<file path="config.mk">
export PLATFORM = sky130hd
export DESIGN_NAME = tqlu_front
export DESIGN_NICKNAME = d
export VERILOG_FILES = /design/src/rtl/tabular_q_learning_update_assert.svh /design/src/rtl/tqlu_pkg.sv /design/src/rtl/tqlu_front.sv
export SDC_FILE = /design/constraint.sdc
export NUM_CORES = 1
export LEC_CHECK = 0
export ABC_AREA = 1
export BUFFER_PORTS_ARGS = -buffer_cell sky130_fd_sc_hd__buf_4
export CAP_MARGIN = 10
export CORE_UTILIZATION = 50
export DETAILED_ROUTE_END_ITERATION = 16
export MAX_ROUTING_LAYER = met4
export PLACE_DENSITY = 0.95
export SYNTH_ARGS = -nofsm -noshare
export SYNTH_HDL_FRONTEND = slang
export SYNTH_SLANG_ARGS = --single-unit
</file>
<file path="constraint.sdc">
create_clock -name vclk -period 2.6
set_input_delay 0.39 -clock vclk [all_inputs]
set_output_delay 0.39 -clock vclk [all_outputs]
set_load 0.03 [all_outputs]
</file>
<file path="src/rtl/tabular_q_learning_update_assert.svh">
// ----------------------------------------------------------------------------
// tabular q-learning update assertion macros
// shared concurrent assertion forms, removable with NO_ASSERTIONS
// ----------------------------------------------------------------------------
`ifndef TABULAR_Q_LEARNING_UPDATE_ASSERT_SVH
`define TABULAR_Q_LEARNING_UPDATE_ASSERT_SVH
`ifndef NO_ASSERTIONS
// same-cycle implication
`define TQLU_ASSERT_IMP(lbl, clk, rst, ante, cons) \
   lbl: assert property (@(posedge clk) disable iff (rst) (ante) |-> (cons)) \
      else $error("tqlu assertion failed");
// next-cycle implication
`define TQLU_ASSERT_NXT(lbl, clk, rst, ante, cons) \
   lbl: assert property (@(posedge clk) disable iff (rst) (ante) |=> (cons)) \
      else $error("tqlu assertion failed");
`else
`define TQLU_ASSERT_IMP(lbl, clk, rst, ante, cons)
`define TQLU_ASSERT_NXT(lbl, clk, rst, ante, cons)
`endif
`endif

</file>
<file path="src/rtl/tqlu_pkg.sv">
// ----------------------------------------------------------------------------
// tqlu_pkg
// types, constants and codes shared by the q-learning update block
// ----------------------------------------------------------------------------
`timescale 1ns / 1ps
package tqlu_pkg;

   localparam int QSIZE_DEF       = 8;
   localparam int NUM_ACTIONS_DEF = 5;
   localparam int ADDR_W_MAX      = 16;
   localparam int ACT_W           = 3;
   localparam int DEFAULT_ACTION  = 4;

   localparam logic signed [31:0] FIX_MINUS_ONE = 32'shFFFF0000;

   // configuration register indexes
   localparam logic [2:0] CSR_LEARN_RATE     = 3'd0;
   localparam logic [2:0] CSR_DISCOUNT       = 3'd1;
   localparam logic [2:0] CSR_REWARD_FINISH  = 3'd2;
   localparam logic [2:0] CSR_REWARD_SUCCESS = 3'd3;
   localparam logic [2:0] CSR_REWARD_FAIL    = 3'd4;

   // outcome classes
   localparam logic [1:0] OUTCOME_FAIL    = 2'd0;
   localparam logic [1:0] OUTCOME_SUCCESS = 2'd1;
   localparam logic [1:0] OUTCOME_FINISH  = 2'd2;

   typedef struct packed {
      logic [15:0]        learn_rate;
      logic [15:0]        discount;
      logic signed [31:0] reward_finish;
      logic signed [31:0] reward_success;
      logic signed [31:0] reward_fail;
   } cfg_type;

   // one classified update job
   typedef struct packed {
      logic [ADDR_W_MAX-1:0] next_base;
      logic [ADDR_W_MAX-1:0] cur_addr;
      logic                  wr_ok;
      logic [1:0]            outcome;
   } job_type;

   typedef struct packed {
      logic clearing;
   } stat_type;

endpackage

</file>
<file path="src/rtl/tqlu_front.sv">
// ----------------------------------------------------------------------------
// tqlu_front
// accepts request words, wraps coordinates and builds table addresses
// ----------------------------------------------------------------------------
`timescale 1ns / 1ps
module tqlu_front import tqlu_pkg::*; #(
   parameter int QSIZE       = QSIZE_DEF,
   parameter int NUM_ACTIONS = NUM_ACTIONS_DEF
) (
   input  logic        req_tvalid,
   output logic        req_tready,
   input  logic [23:0] req_tdata,
   input  logic        req_tuser,
   input  logic        q_full,
   input  stat_type    stat,
   output logic        q_push,
   output job_type     q_job
);
   localparam logic [4:0]  QS5 = 5'(QSIZE);
   localparam logic [15:0] QS  = 16'(QSIZE);
   localparam logic [15:0] NA  = 16'(NUM_ACTIONS);

   // coordinate modulo table size
   function automatic logic [15:0] wrap(input logic [2:0] v);
      logic [4:0] r;
      r = {2'b00, v};
      for (int i = 0; i < 4; i++) begin
         if (r >= QS5) begin
            r = r - QS5;
         end
      end
      return {11'd0, r};
   endfunction

   function automatic logic [15:0] base(input logic a, input logic [2:0] x,
                                        input logic [2:0] y, input logic [2:0] u);
      logic [15:0] idx;
      idx = {15'd0, a};
      idx = idx * QS + wrap(x);
      idx = idx * QS + wrap(y);
      idx = idx * QS + wrap(u);
      return idx * NA;
   endfunction

   logic [2:0] act;

   assign act = req_tdata[11:9];

   // classify and address
   always_comb begin
      q_job.next_base = base(req_tuser, req_tdata[16:14], req_tdata[19:17],
                             req_tdata[22:20]);
      q_job.wr_ok     = ({13'd0, act} < NA);
      q_job.cur_addr  = base(req_tuser, req_tdata[2:0], req_tdata[5:3], req_tdata[8:6])
                        + (q_job.wr_ok ? {13'd0, act} : 16'd0);
      q_job.outcome   = req_tdata[13:12];
   end

   assign req_tready = !q_full && !stat.clearing;
   assign q_push     = req_tvalid && req_tready;
endmodule

</file>
; Yosys cells after proc, flatten, opt, wreduce, memory -nomap -nowiden
; Index checks and enable logic that the tools add are counted.
[totals]
regBits = 0
inputBits = 28
out_inout_bits = 37
word_cells = 15
[op_classes]
addsub = 7
multipliers = 2
n_lt_le_gt_ge = 1
n_mux = 1
n_reduce_logical = 4
[ops]
columns = cell, count
row1 = 13-bit by 3-bit multiplier with 16-bit output (second input constant), 2
row2 = 12-bit by 3-bit adder with 13-bit output, 2
row3 = 8-bit by 3-bit adder with 9-bit output, 2
row4 = 16-bit by 3-bit adder with 16-bit output, 1
row5 = 4-bit by 3-bit adder with 5-bit output, 2
row6 = 3-bit less-than comparator (second input constant), 1
row7 = 3-bit two-way mux, 1
row8 = 1-bit logical AND, 2
row9 = 1-bit logical NOT, 2

; Depth between registers and ports, before layout
[logic_depth]
depth_word = 5
ltp_mapped = 14
depth_no_buf = 14

; Worst setup path after synthesis
; No wires, ideal clock.
[synth_timing]
kind = input port to output port
startpoint = input req_tdata[10]
endpoint = output q_job[8] (netlist name)
t_arrival_ps = 2801
slack_ps = -591
stages = 11
cell_sequence = o21ai_0 -> nand2_1 -> inv_1 -> ha_1 -> ha_1 -> inv_1 -> fa_1 -> inv_1 -> nand3_1 -> nand3_1 -> xor2_1
[synth_lines]
columns = item, line
row1 = start: declaration, tqlu_front.sv:12  ; input logic [23:0] req_tdata,
row2 = end: declaration, tqlu_front.sv:17  ; output job_type q_job

==> metrics <==
status=finished, violations left; failing checks=negative setup slack; full die area=0.00308 mm²; Core Rows=19; number of global-route vias before repair=1569; worst setup margin=-0.0311 ns; Setup-failing EPs final=1; drt wl/cell=13.4 µm; Netlist Area Pre-Place=0.00143 mm²; yosys warns=0; GPL Wtd Cong=0.837; Max Slew Vio Count=0; Syn Area/Cell=6.41 µm²; Gate power share=1.000; Critical Path RT=2.21 ns; Final Power=0.839 mW; first-pass GRT wire length=5.98 mm; Synth cell types=22; CP max stage delay=0.35 ns; Vias=1700; port bufs=54; DRT Wirelength=4.19 mm; Switching Power=0.491 mW; placed cell area=0.00190 mm²; DIE WIDTH=55.5 µm; internal power=0.348 mW; largest net degree at the start of global routing=7; crit path DAT=2.24 ns; starting density of the core=0.523; RSZ-0062 raised after global routing=true; Hold WC Path Type=input port to output port; core area=0.00273 mm²; cells after synthesis=223; top-level I/O count=65; detailed placement HPWL=2.91 mm; initial antenna violation count=0; Detailed Route Iter0 Violations=55; antenna cells=0; layout cells sized above 1=0.362; Crit Path Category=input port to output port; CP max-delay cell=ha_1; chip height=55.5 µm; net switching fraction of the power=0.585; sequential share of power=0; DRC=0; Via-to-Cell Ratio=5.43; First-pass DRT Iterations=4; crit path cell chain=buf_4, ha_1, ha_1, ha_4, nand2_2, inv_1, a21oi_2, nand3_1, nand2_1, nand2_1, buf_4; Seq/Total Area, Yosys=0; Layout clock buffers=0; FILL cells=180; Sequential cell area=0 µm²; Hold Vio Cnt, Final=0; Final Cycle Share=1.01; cell area power density=385 mW/mm²; fmax=0.380 GHz; Clk pwr share=0; CP Capture Type=output port; crit path max fanout=5; Final nets=360; Seq cells=0; post-route minimum period=2.63 ns; Critical Path Start Type=input port; pre-CTS setup slack=-0.0932 ns; maxcap violations=0; GRT Overall Usage=0.234; area of the multi-input gates=0.00152 mm²; setup TNS=-0.0311 ns; area grow syn2layout=52.5%; leak pwr=1.25 nW; fin area=0.00218 mm²; ANT nets after route=0; Worst VDD drop=301 µV; GRT overflow=0
-- power groups by stage --
| stage | clock, mW | combinational (mW) | sequential [mW] |
|---|---|---|---|
| floorplan | 0 | 0.485 | 0 |
| global placement | 0 | 0.686 | 0 |
| detailed placement | 0 | 0.705 | 0 |
| CTS | 0 | 0.734 | 0 |
| global route | 0 | 0.901 | 0 |
| finish | 0 | 0.839 | 0 |
-- layer usage --
metal	vias to the layer above	GRT usage	part of all wire
met2	79	0.460	0.56
met1	771	0.242	0.37
met5	-	-	0
li1	831	-	-
met4	0	0.0750	0.033
met3	19	0.0164	0.044
-- stage by stage --
stage / hold slack (ns) / cells / utilization
finish: 0.780 / 313 / 0.798
global route: 0.780 / 313 / 0.798
CTS: 0.780 / 312 / 0.717
detailed placement: 0.780 / 312 / 0.697
global placement: 0.780 / 312 / 0.697
floorplan: 0.855 / 228 / -
-- cells in the mapped netlist (2+ instances only) --
cell	instances	area, µm²
nand3_1	18	90.1
fa_1	2	40.0
ha_1	46	576
nor2_1	12	45.0
nand2_2	2	12.5
nand2_1	72	270
inv_1	30	113
a21o_1	2	15.0
nand4_1	2	12.5
nor3b_1	2	15.0
nor2_2	2	12.5
a21oi_1	8	40.0
nor3_1	2	10.0
buf_4	10	75.1
xor2_1	6	52.6
-- cell families after synthesis --
| group | Yosys count | share of synthesized area |
|---|---|---|
| buf+inv | 40 | 0.131 |
| xor+xnor | 7 | 0.0429 |
| fa+ha+maj | 48 | 0.430 |
| other cells | 1 | 0.00262 |
| simple gates | 113 | 0.334 |
| compound gates | 14 | 0.0586 |
-- cell type report --
cell class	instances	share of cell area
multi-input combinational	188	0.697
tap	31	0.0178
inverter	30	0.0516
timing repair buffer	64	0.234
-- placed cells by master (no fill, tap or decap), types with 2 or more instances in the layout --
cell and count:
conb_1 6, inv_1 27, ha_4 15, ha_1 30, nand3_2 5, xor2_1 5, a21oi_2 4, inv_2 3
nand2_1 71, buf_6 6, nand4_1 2, a21o_1 2, buf_4 57, a21oi_1 5, nand3_1 14, nor2_2 2
nor2_1 11, nor3_1 2, nand2_2 3
-- worst max-delay path: cells and delay by family --
family / cells / cell delay, ns
fa+ha+maj: 3 / 0.92
simple gates: 4 / 0.38
buf+inv: 3 / 0.37
compound gates: 1 / 0.18
-- repair_timing --
item                                    CTS  global route
pin swaps                                 1             8
gates resized for setup                   8            36
setup buffers                             0             1
endpoints found under the setup margin    7             8
hold buffers                              0             0
-- path summary, 6_finish.rpt --
path,start,endpoint,slack (ns),cells after the start
worst max-delay path,req_tdata[1],q_job[13],-0.03,11
worst min-delay path,req_tdata[12],q_job[0],0.78,0
Power figures use the tool's default switching activity.
