<file path="src/rtl/tabular_q_learning_update_assert.svh">
// ----------------------------------------------------------------------------
// tabular q-learning update assertion macros
// shared concurrent assertion forms, removable with NO_ASSERTIONS
// ----------------------------------------------------------------------------
`ifndef TABULAR_Q_LEARNING_UPDATE_ASSERT_SVH
`define TABULAR_Q_LEARNING_UPDATE_ASSERT_SVH
`ifndef NO_ASSERTIONS
// same-cycle implication
`define TQLU_ASSERT_IMP(lbl, clk, rst, ante, cons) \
   lbl: assert property (@(posedge clk) disable iff (rst) (ante) |-> (cons)) \
      else $error("tqlu assertion failed");
// next-cycle implication
`define TQLU_ASSERT_NXT(lbl, clk, rst, ante, cons) \
   lbl: assert property (@(posedge clk) disable iff (rst) (ante) |=> (cons)) \
      else $error("tqlu assertion failed");
`else
`define TQLU_ASSERT_IMP(lbl, clk, rst, ante, cons)
`define TQLU_ASSERT_NXT(lbl, clk, rst, ante, cons)
`endif
`endif

</file>
<file path="src/rtl/tqlu_pkg.sv">
// ----------------------------------------------------------------------------
// tqlu_pkg
// types, constants and codes shared by the q-learning update block
// ----------------------------------------------------------------------------
`timescale 1ns / 1ps
package tqlu_pkg;

   localparam int QSIZE_DEF       = 8;
   localparam int NUM_ACTIONS_DEF = 5;
   localparam int ADDR_W_MAX      = 16;
   localparam int ACT_W           = 3;
   localparam int DEFAULT_ACTION  = 4;

   localparam logic signed [31:0] FIX_MINUS_ONE = 32'shFFFF0000;

   // configuration register indexes
   localparam logic [2:0] CSR_LEARN_RATE     = 3'd0;
   localparam logic [2:0] CSR_DISCOUNT       = 3'd1;
   localparam logic [2:0] CSR_REWARD_FINISH  = 3'd2;
   localparam logic [2:0] CSR_REWARD_SUCCESS = 3'd3;
   localparam logic [2:0] CSR_REWARD_FAIL    = 3'd4;

   // outcome classes
   localparam logic [1:0] OUTCOME_FAIL    = 2'd0;
   localparam logic [1:0] OUTCOME_SUCCESS = 2'd1;
   localparam logic [1:0] OUTCOME_FINISH  = 2'd2;

   typedef struct packed {
      logic [15:0]        learn_rate;
      logic [15:0]        discount;
      logic signed [31:0] reward_finish;
      logic signed [31:0] reward_success;
      logic signed [31:0] reward_fail;
   } cfg_type;

   // one classified update job
   typedef struct packed {
      logic [ADDR_W_MAX-1:0] next_base;
      logic [ADDR_W_MAX-1:0] cur_addr;
      logic                  wr_ok;
      logic [1:0]            outcome;
   } job_type;

   typedef struct packed {
      logic clearing;
   } stat_type;

endpackage

</file>
<file path="src/rtl/tqlu_fifo.sv">
// ----------------------------------------------------------------------------
// tqlu_fifo
// two-entry job queue between front and back
// ----------------------------------------------------------------------------
`timescale 1ns / 1ps
module tqlu_fifo import tqlu_pkg::*; (
   input  logic    clock,
   input  logic    reset,
   input  logic    push,
   input  job_type push_job,
   input  logic    pop,
   output logic    full,
   output logic    empty,
   output job_type pop_job
);
   job_type    mem_ff [2];
   logic       wp_ff, wp_in, rp_ff, rp_in;
   logic [1:0] cnt_ff, cnt_in;

   // pointer and count update
   always_comb begin
      wp_in  = push ? !wp_ff : wp_ff;
      rp_in  = pop ? !rp_ff : rp_ff;
      cnt_in = cnt_ff + {1'b0, push} - {1'b0, pop};
   end

   always_ff @(posedge clock) begin
      if (reset) begin
         wp_ff  <= 1'b0;
         rp_ff  <= 1'b0;
         cnt_ff <= 2'd0;
      end else begin
         wp_ff  <= wp_in;
         rp_ff  <= rp_in;
         cnt_ff <= cnt_in;
      end
   end

   // payload storage
   always_ff @(posedge clock) begin
      if (push) begin
         mem_ff[wp_ff] <= push_job;
      end
   end

   assign full    = (cnt_ff == 2'd2);
   assign empty   = (cnt_ff == 2'd0);
   assign pop_job = mem_ff[rp_ff];
endmodule

</file>
<file path="config.mk">
export PLATFORM = sky130hd
export DESIGN_NAME = tqlu_fifo
export DESIGN_NICKNAME = d
export VERILOG_FILES = /design/src/rtl/tabular_q_learning_update_assert.svh /design/src/rtl/tqlu_pkg.sv /design/src/rtl/tqlu_fifo.sv
export SDC_FILE = /design/constraint.sdc
export NUM_CORES = 1
export LEC_CHECK = 0
export ABC_AREA = 1
export BUFFER_PORTS_ARGS = -buffer_cell sky130_fd_sc_hd__buf_2
export CORE_ASPECT_RATIO = 0.9
export CORE_MARGIN = 4
export CORE_UTILIZATION = 47
export CTS_BUF_LIST = sky130_fd_sc_hd__clkbuf_4 sky130_fd_sc_hd__clkbuf_8 sky130_fd_sc_hd__clkbuf_16
export DETAILED_ROUTE_END_ITERATION = 6
export PLACE_DENSITY_LB_ADDON = 0.05
export SYNTH_ARGS = -nofsm -noshare
export SYNTH_HDL_FRONTEND = slang
export SYNTH_SLANG_ARGS = --single-unit
</file>
<file path="constraint.sdc">
create_clock -name clock -period 2.05 [get_ports clock]
set_input_delay 0.1025 -clock clock [delete_from_list [all_inputs] [get_ports clock]]
set_output_delay 0.1025 -clock clock [all_outputs]
set_load 0.01 [all_outputs]
</file>
# Word-level counts from Yosys, hierarchy flattened
# Memories as Yosys holds them, arrays and structs flattened. A register that Yosys moved wholly into a read port is not among the register bits.
# Index checks and enable logic that the tools add are counted.
[totals]
reg_bits = 4
ram_bits = 70
input_bits = 39
elab_cells = 14
n_memories = 1
[classes]
add_sub_neg = 2
eq_ne = 1
n_mux = 4
reduce_logical = 3
[memory_table]
columns = ["memory", "depth", "word_bits", "read_ports", "rd_clocked_by_memory_dff", "wr", "line_no", "rtl"]
rows = [
  ["mem_ff", 2, 35, 1, 1, 1, "tqlu_fifo.sv:16", "job_type mem_ff [2];"],
]
[op_table]
columns = ["cell", "count"]
rows = [
  ["$mux W1", 4],
  ["$add A2 B1 Y2", 1],
  ["$eq A2 B2 Y1 const B", 1],
  ["$logic_not A1 Y1", 2],
  ["$logic_not A2 Y1", 1],
  ["$sub A2 B1 Y2", 1],
]

# Depth between registers and ports, before layout
# Gate-level depths: netlist (run 1).
[depth]
ltp_word = 3
mapped_depth = 7

# Least setup slack after synthesis (run 1)
# Ideal clock, no wire load.
[synth_timing]
kind = "register to register"
startpoint = "register wp_ff"
endpoint = "memory mem_ff[0][0] (netlist bit), enable pin"
t_arrival_ns = 1.800
slack_ns = -0.178
path_stages_with_launch = 2
path_cell_list = "dfxtp_1 nor2_1"
[synth_rtl]
columns = ["element", "line_no", "rtl"]
rows = [
  ["start, declared", "tqlu_fifo.sv:17", "logic wp_ff, wp_in, rp_ff, rp_in;"],
  ["start signal, assigned", "tqlu_fifo.sv:33", "wp_ff <= wp_in;"],
  ["end, declared", "tqlu_fifo.sv:16", ""],
]
# No word-level cell before the write port.

==> results of run 1 <==
timing repair:
| action | in CTS | in global routing |
|---|---|---|
| hold buffers | 36 | 0 |
| endpoints found under the hold margin | 74 | 0 |
| endpoints found under the setup margin | 0 | 0 |
metrics by stage:
| step | cells | util, % | cell area [um^2] | hold WS [ns] |
|---|---|---|---|---|
| after floorplan | 140 | - | 2907 | 0.1737 |
| after global placement | 286 | 57.82 | 3367 | 0.2896 |
| after detailed placement | 286 | 57.82 | 3367 | 0.2956 |
| after CTS | 338 | 67.02 | 3902 | 0.06121 |
| after global routing | 338 | 67.02 | 3902 | 0.07333 |
| final | 338 | 67.02 | 3902 | 0.08426 |
final timing paths:
path	start	slack, ns	to	cells after the start
worst max-delay path	flop	0.25	pop_job[21]	3
worst min-delay path	push	0.08	wp_ff	3
worst max register to register	wp_ff	0.69	mem_ff[0][6]	2
worst min register to register	wp_ff	0.55	wp_ff	2
cell type report:
class                      count  share of cell area (%)
clock buffer                  13                   4.104
clock inverter                 3                  0.3847
inverter                       8                  0.7695
multi-input combinational     53                   15.58
sequential                    75                   56.46
tap                           70                   2.244
timing repair buffer         116                   20.46
where the power goes:
part / total (W) / switching [W] / internal (W)
clock network: 0.000966 / 0.000459 / 0.000507
logic: 0.000466 / 0.000201 / 0.000265
registers: 0.00181 / 0.0000402 / 0.00177
total: 0.00324 / 0.000700 / 0.00254
synthesized netlist by cell type:
cell,n
edfxtp_1,70
mux2_4,30
inv_1,8
nor2_1,8
dfxtp_1,5
mux2_2,5
nand2_1,4
buf_12,3
ha_1,2
a21oi_1,1
buf_6,1
nand3_1,1
nor3_1,1
xnor2_1,1
worst register-to-register path, delay by kind of cell, from the launching register on:
family / cells / cell delay, ns
buffers and inverters: 1 / 0.24
and+or+nand+nor: 1 / 0.48
DFF: 1 / 0.34
state kept, by name, summed over array words and instances (netlist names), named ones only:
| name | flops |
|---|---|
| cnt_ff | 2 |
| mem_ff | 70 |
| rp_ff | 1 |
| wp_ff | 1 |
cell families (layout without fill, tap and decap cells):
kind of cell / after synthesis / after routing / share of synthesized area, %
compound gates: 1 / 1 / 0.1722
buf+inv: 12 / 140 / 3.490
fa+ha+maj: 2 / 2 / 0.8616
mux: 35 / 35 / 17.45
simple gates: 14 / 14 / 1.895
xor+xnor: 1 / 1 / 0.3016
flops: 75 / 75 / 75.83
layer usage:
layer	track usage, %	routed length [um]	up-vias
met5	0	0	-
met4	3.614	33	0
met3	6.612	299	4
met2	25.98	2610	54
met1	16.04	2028	768
li1	-	-	769
==> impl_metrics.toml, run 1 <==
[timing]
timing.slew.headroom_pct = 62.00
finalClockSkew_ns = 0.006531
fin_crit_sh_pct = 87.81
setup_viol = 0
tightest_slew_ns = 0.5686
layout_setup_ws_ns = 0.2500
finalSetupTns_ns = 0
period_needed_ns = 1.800
rsz0062_at_grt = "false"
fmax_ghz = 0.5555
drv_slew = 0
finalHoldViolCount = 0

[clock_tree]
clock_sinks = 75
ctsHtreeMaxLevel = 3
cts_buffers = 9
cts_tree = "done"
path_clk_slew_ns = 0.07
clock_latency_ns = 0.33
clock-root-buffer = "clkbuf_8"
postCtsSetupBuffers = 0
cts.repair.resized = 0
clock_path_buffers = 2

[die]
std_cell_rows = 26
die_w_um = 90.86
ios = 76
die_y_um = 82.57
initial_core_util_pct = 49.87
dieArea_um2 = 7502
core_region_area_um2 = 5823

[final_layout]
layout_commonest_cell = "buf_2"
multi_input_area_um2 = 608.1
fillers = 401
layout_common_cells = "buf_2, edfxtp_1, dlygate4sd3_1, mux2_4, clkbuf_8"
drive_above_1_share_pct = 49.63
final_nets = 304
register_area_um2 = 2203
diodes = 0
syn_to_final_growth_pct = 34.38

[synth]
synthCells = 140
yosysUniqueCellTypes = 14
syn_nets = 181
syn_area_um2 = 2904
yosys_register_bits = 75
yosysTopAreaCellShare_pct = 72.38
synth_area_per_cell_um2 = 20.74
yosysSeqAreaShare_pct = 75.83
yosysTopAreaCell = "edfxtp_1"
yosysWarnings = 0
synth_area_leaders = "edfxtp_1, mux2_4, dfxtp_1, buf_12, mux2_2"

[detailed_routing]
vias_per_cell = 4.719
vias = 1595
drt_pass1_iterations = 4
drt_wl_total_um = 4971
antenna_left = 0
wl_per_cell_um = 14.71
drc = 0
drt-initial-drc-count = 65

[min_path]
hold_path_class = "in2reg"

[setup_path]
cp_top_family = "flip-flops"
cp-start-kind = "flop"
worstPathRequired_ns = 1.95
crit_slowest_cell = "dfxtp_2"
critical_path.cell_chain = "buf_12 -> mux2_4 -> buf_2"
worstSetupPathType = "reg2out"
max_stage_delay_ns = 0.65
crit_buf_inv = 2
crit_path_end_kind = "output port"
worst-path-max-fanout = 17
arrival_ns = 1.70

[status]
outcome = "complete, no violations"

[global_route]
grt_usage_pct = 14.51
grt_pass1_vias = 1754
grt_first_pass_wirelength_um = 8107
grt.overflow.total = 0
grt_max_degree = 27
antenna_found_initial = 0

[place]
globalplace.congestion = 0.6498
pre_cts_ws_ns = 0.5909
portBuffers = 75
dpl.hpwl_um = 3384

[pwr]
power.total_w = 0.003242
p_leak_nw = 1.607
ir_drop_uv = 584.7
p_per_area_nw_per_um2 = 830.7

[flow_run]
max_cap_viol_count = 0
No activity file was read; power rests on OpenSTA's default activity.
==> run 2: changes to the inputs <==
--- a/config.mk
+++ b/config.mk
@@ -7,8 +7,8 @@
 export LEC_CHECK = 0
 export ABC_AREA = 1
 export BUFFER_PORTS_ARGS = -buffer_cell sky130_fd_sc_hd__buf_2
-export CORE_ASPECT_RATIO = 0.9
-export CORE_MARGIN = 4
+export CORE_ASPECT_RATIO = 0.5
+export CORE_MARGIN = 2
 export CORE_UTILIZATION = 47
 export CTS_BUF_LIST = sky130_fd_sc_hd__clkbuf_4 sky130_fd_sc_hd__clkbuf_8 sky130_fd_sc_hd__clkbuf_16
 export DETAILED_ROUTE_END_ITERATION = 6
==> constraint.sdc (replaced) <==
create_clock -name clock -period 1.7 [get_ports clock]
set_input_delay 0.085 -clock clock [delete_from_list [all_inputs] [get_ports clock]]
set_output_delay 0.085 -clock clock [all_outputs]
set_load 0.01 [all_outputs]
==> run 2 against run 1 <==
  * Setup slack worse by 0.020 ns
  * Via count decreased by 0.44%
  * Utilization increased by 0.16 points
  * Critical path depth stayed put
  * Sequential share of layout area decreased by 2.1 points
  * Non-clock buffer count is 1 higher
  * Critical endpoint is now pop_job[3]
  * Largest power group unchanged
==> impl_metrics.toml, run 2 (synthesis results as in run 1) <==
[status]
outcome = "complete, no violations"

[min_path]
hold_path_class = "in2reg"
holdPathStages = 3
hp-start = "pop"
hold_end = "rp_ff"

[clock_tree]
clock-root-buffer = "clkbuf_16"
path_clk_slew_ns = 0.05
ctsHtreeMaxLevel = 3
clock_sinks = 75
cts_buffers = 9
cts.repair.resized = 0
cts_tree = "done"
clock_path_buffers = 2
clock_latency_ns = 0.33

[place]
globalplace.congestion = 0.6458
portBuffers = 75
dpl.hpwl_um = 3080

[detailed_routing]
vias_per_cell = 4.448
wl_per_cell_um = 13.39
drc = 0
drt_wl_total_um = 4781
antenna_left = 0
drt_pass1_iterations = 4
vias = 1588
drt-initial-drc-count = 47

[final_layout]
syn_to_final_growth_pct = 39.51
diodes = 0
layout_common_cells = "buf_2, edfxtp_1, dlygate4sd3_1, mux2_4, clkbuf_16"
largest_register = "mem_ff"
fillers = 449
layout_commonest_cell = "buf_2"
final_nets = 305
postLayoutCoreUtil_pct = 67.18
top_regs = "mem_ff (70), cnt_ff (2)"
drive_above_1_share_pct = 49.44
largest_register_ffs = 70

[global_route]
grt.overflow.total = 0
antenna_found_initial = 0
grt_pass1_vias = 1568
grt_usage_pct = 14.89
grt_first_pass_wirelength_um = 7217
grt_max_degree = 28

[pwr]
ir_drop_uv = 848.6
p_per_area_nw_per_um2 = 1128
p_leak_nw = 1.663
power.total_w = 0.004570

[die]
die_w_um = 115.2
std_cell_rows = 20
initial_core_util_pct = 48.15
dieArea_um2 = 6862
die_y_um = 59.58
core_region_area_um2 = 6031
ios = 76

[setup_path]
reg2reg_to = "cnt_ff[1]"
arrival_ns = 1.39
worstPathRequired_ns = 1.62
reg2reg_depth = 6
worstSetupPathType = "reg2out"
reg2reg_slack_ns = 0.54
crit_path_end_kind = "output port"
cp-start-kind = "flop"
r2r_start = "cnt_ff[0]"
worst-path-max-fanout = 25

[flow_run]
max_cap_viol_count = 0

[timing]
finalSetupTns_ns = 0
timing.hold.ws_ns = 0.04818
drv_slew = 0
setup_viol = 0
rsz0062_at_grt = "false"
finalHoldViolCount = 0
fin_crit_sh_pct = 86.48
finalClockSkew_ns = 0.003070
period_needed_ns = 1.470
timing.slew.headroom_pct = 77.19
fmax_ghz = 0.6802
tightest_slew_ns = 0.3421
[run 2: cell count changes in the layout (fill, tap and decap cells not counted)]
cell | previous run | this run
bufinv_16 | 0 | 1
buf_4 | 3 | 4
clkinv_1 | 0 | 1
clkbuf_4 | 3 | 4
clkbuf_8 | 10 | 0
clkinv_2 | 3 | 1
clkbuf_16 | 0 | 9
[run 2: critical path, stage by stage (launching register included)]
cell	delay (ns)
dfxtp_2	0.35
buf_12	0.21
mux2_2	0.36
buf_2	0.14
[run 2: where the power goes]
part	switching (W)	internal [W]	total (W)	leakage, nW
logic	0.000251	0.000320	0.000571	0.815
registers	0.0000322	0.00214	0.00217	0.699
clock network	0.000637	0.00119	0.00183	0.149
total	0.000921	0.00365	0.00457	1.66
[run 2: per-layer routing]
metal,global-route usage [%],vias up,share of wire [%]
li1,-,773,-
met1,16.34,756,42
met2,25.21,49,50
met3,7.362,10,6.5
met4,6.196,0,1.5
met5,0,-,0
[run 2: area by class of cell]
class	instances	area (um^2)	share of cell area, %
clock buffer	13	255.2	6.300
clock inverter	3	38.79	0.9574
inverter	8	30.03	0.7412
multi-input combinational	53	608.1	15.01
sequential	75	2203	54.39
tap	88	110.1	2.718
timing repair buffer	117	805.8	19.89
[run 2: per-stage QoR]
step           instances  setup WS (ns)  area, um^2
2_1_floorplan        140        0.04380        2907
3_3_place_gp         305         0.5808        3397
3_5_place_dp         305         0.5492        3397
4_1_cts              357         0.2148        4051
5_1_grt              357         0.1632        4051
6_report             357         0.2298        4051
[run 2: how the worst max path moves through the flow]
stage	end	slack (ns)	cells after the start
6_report	pop_job[3]	0.23	3
5_1_grt	pop_job[3]	0.16	3
4_1_cts	pop_job[34]	0.21	3
3_5_place_dp	cnt_ff[1]	0.55	6
3_3_place_gp	pop_job[2]	0.58	3
2_1_floorplan	mem_ff[0][0]	0.04	1
[run 2: timing repair]
action                                 in CTS  in global routing
hold buffers                               36                  0
endpoints found under the hold margin      74                  0
buffers inserted                            0                  0
==> run 3: changes to the inputs <==
--- a/config.mk
+++ b/config.mk
@@ -9,7 +9,7 @@
 export BUFFER_PORTS_ARGS = -buffer_cell sky130_fd_sc_hd__buf_2
 export CORE_ASPECT_RATIO = 0.5
 export CORE_MARGIN = 2
-export CORE_UTILIZATION = 47
+export CORE_UTILIZATION = 43
 export CTS_BUF_LIST = sky130_fd_sc_hd__clkbuf_4 sky130_fd_sc_hd__clkbuf_8 sky130_fd_sc_hd__clkbuf_16
 export DETAILED_ROUTE_END_ITERATION = 6
 export PLACE_DENSITY_LB_ADDON = 0.05
==> run 3 against run 2 <==
  * Flip-flop and latch count unchanged
  * Setup slack improved by 0.0093 ns
  * Clock power is 11% lower
  * Utilization is 6.5 points lower
  * Final cell count increased by 0.84%
  * Largest power group unchanged
==> impl_metrics.toml, run 3 (synthesis results as in run 1) <==
[setup_path]
worstPathRequired_ns = 1.62
critical_path.cell_chain = "buf_12 -> mux2_2 -> buf_2"
cp-start-kind = "flop"
arrival_ns = 1.38
max_stage_delay_ns = 0.36
worst-path-max-fanout = 25
worstSetupPathType = "reg2out"
crit_slowest_cell = "mux2_2"
crit_path_end_kind = "output port"

[final_layout]
largest_register_ffs = 70
largest_register = "mem_ff"
diodes = 0
final_nets = 304
syn_to_final_growth_pct = 38.26
top_regs = "mem_ff (70), cnt_ff (2)"
layout_common_cells = "buf_2, edfxtp_1, dlygate4sd3_1, mux2_4, clkbuf_16"
layout_commonest_cell = "buf_2"
drive_above_1_share_pct = 48.13

[die]
initial_core_util_pct = 43.86
die_w_um = 120.2
die_y_um = 62.11
ios = 76
dieArea_um2 = 7467
core_region_area_um2 = 6621
std_cell_rows = 21

[timing]
finalHoldViolCount = 0
setup_viol = 0
timing.hold.ws_ns = 0.05709
rsz0062_at_grt = "false"
drv_slew = 0
fin_crit_sh_pct = 85.94
timing.slew.headroom_pct = 76.67
fmax_ghz = 0.6845
tightest_slew_ns = 0.3500
finalSetupTns_ns = 0
period_needed_ns = 1.461
finalClockSkew_ns = 0.003658

[global_route]
grt_pass1_vias = 1661
grt_use_met2_pct = 23.86
antenna_found_initial = 0
grt_max_degree = 32
grt_first_pass_wirelength_um = 7652
grt_usage_pct = 13.95
gr-usage-met1_pct = 15.08
grt.busiest_layer = "met2"
grt.overflow.total = 0
grt.met3_usage_pct = 6.526

[detailed_routing]
drt_wl_total_um = 4810
wl_per_cell_um = 13.36
vias = 1603
antenna_left = 0
drt_pass1_iterations = 4
vias_per_cell = 4.453
drt-initial-drc-count = 82
drc = 0

[clock_tree]
postCtsHoldBufs = 36
clock_latency_ns = 0.32
cts.repair.resized = 0
cts_buffers = 9
ctsHtreeMaxLevel = 3
clock-root-buffer = "clkbuf_16"
postCtsSetupBuffers = 0
clock_sinks = 75
cts_tree = "done"
clock_path_buffers = 2
path_clk_slew_ns = 0.05

[pwr]
ir_drop_uv = 764.2
p_per_area_nw_per_um2 = 1089
p_leak_nw = 1.639

[place]
portBuffers = 75
dpl.hpwl_um = 2943
globalplace.congestion = 0.6622

[status]
outcome = "complete, no violations"

[min_path]
hold_path_class = "in2reg"

[flow_run]
max_cap_viol_count = 0
-- run 3: changes by cell type in the layout (fill, tap and decap cells not counted), sizes merged --
cell,before,now
buf,81,80
bufinv,1,0
clkinv,2,5
clkbuf,13,11
-- run 3: path summary, 6_finish.rpt --
kind,start,to,slack (ns),cells after the start
setup / recovery,flop,pop_job[0],0.24,3
hold / removal,pop,rp_ff,0.06,3
setup reg to reg,wp_ff,mem_ff[1][4],0.45,3
hold reg to reg,rp_ff,rp_ff,0.51,2
-- run 3: area by class of cell --
class | count | area, um^2
fillers | 545 | 2606
flip-flops and latches | 75 | 2203
repair buffers | 116 | 798.3
multi-input cells | 53 | 608.1
clock buffers | 11 | 240.2
well taps | 92 | 115.1
inverters | 8 | 30.03
clock inverters | 5 | 20.02
-- run 3: critical path: cells and delay by family, from the launching register on --
| kind | cells | cell delay, ns |
|---|---|---|
| buffers and inverters | 2 | 0.35 |
| DFF | 1 | 0.34 |
| muxes | 1 | 0.36 |
-- run 3: per-stage QoR --
step	total power, W	worst slack (ns)	util, %	instance area (um^2)	cells
floorplan	0.002539	0.04380	-	2907	140
global placement	0.002710	0.4596	51.27	3395	308
detailed placement	0.002720	0.4408	51.27	3395	308
CTS	0.004434	0.2014	60.64	4015	360
global route	0.004548	0.1685	60.64	4015	360
finish	0.004371	0.2391	60.64	4015	360
-- run 3: metal layers --
layer  share of wire [%]  wire length [um]
met5                   0                 0
met4                0.44                21
met3                 5.7               275
met2                  52              2496
met1                  42              2016
-- run 3: report_power, final --
| part | switching, W | internal, W |
|---|---|---|
| clock network | 0.000638 | 0.000996 |
| registers | 0.0000312 | 0.00214 |
| logic | 0.000251 | 0.000318 |
| total | 0.000920 | 0.00345 |
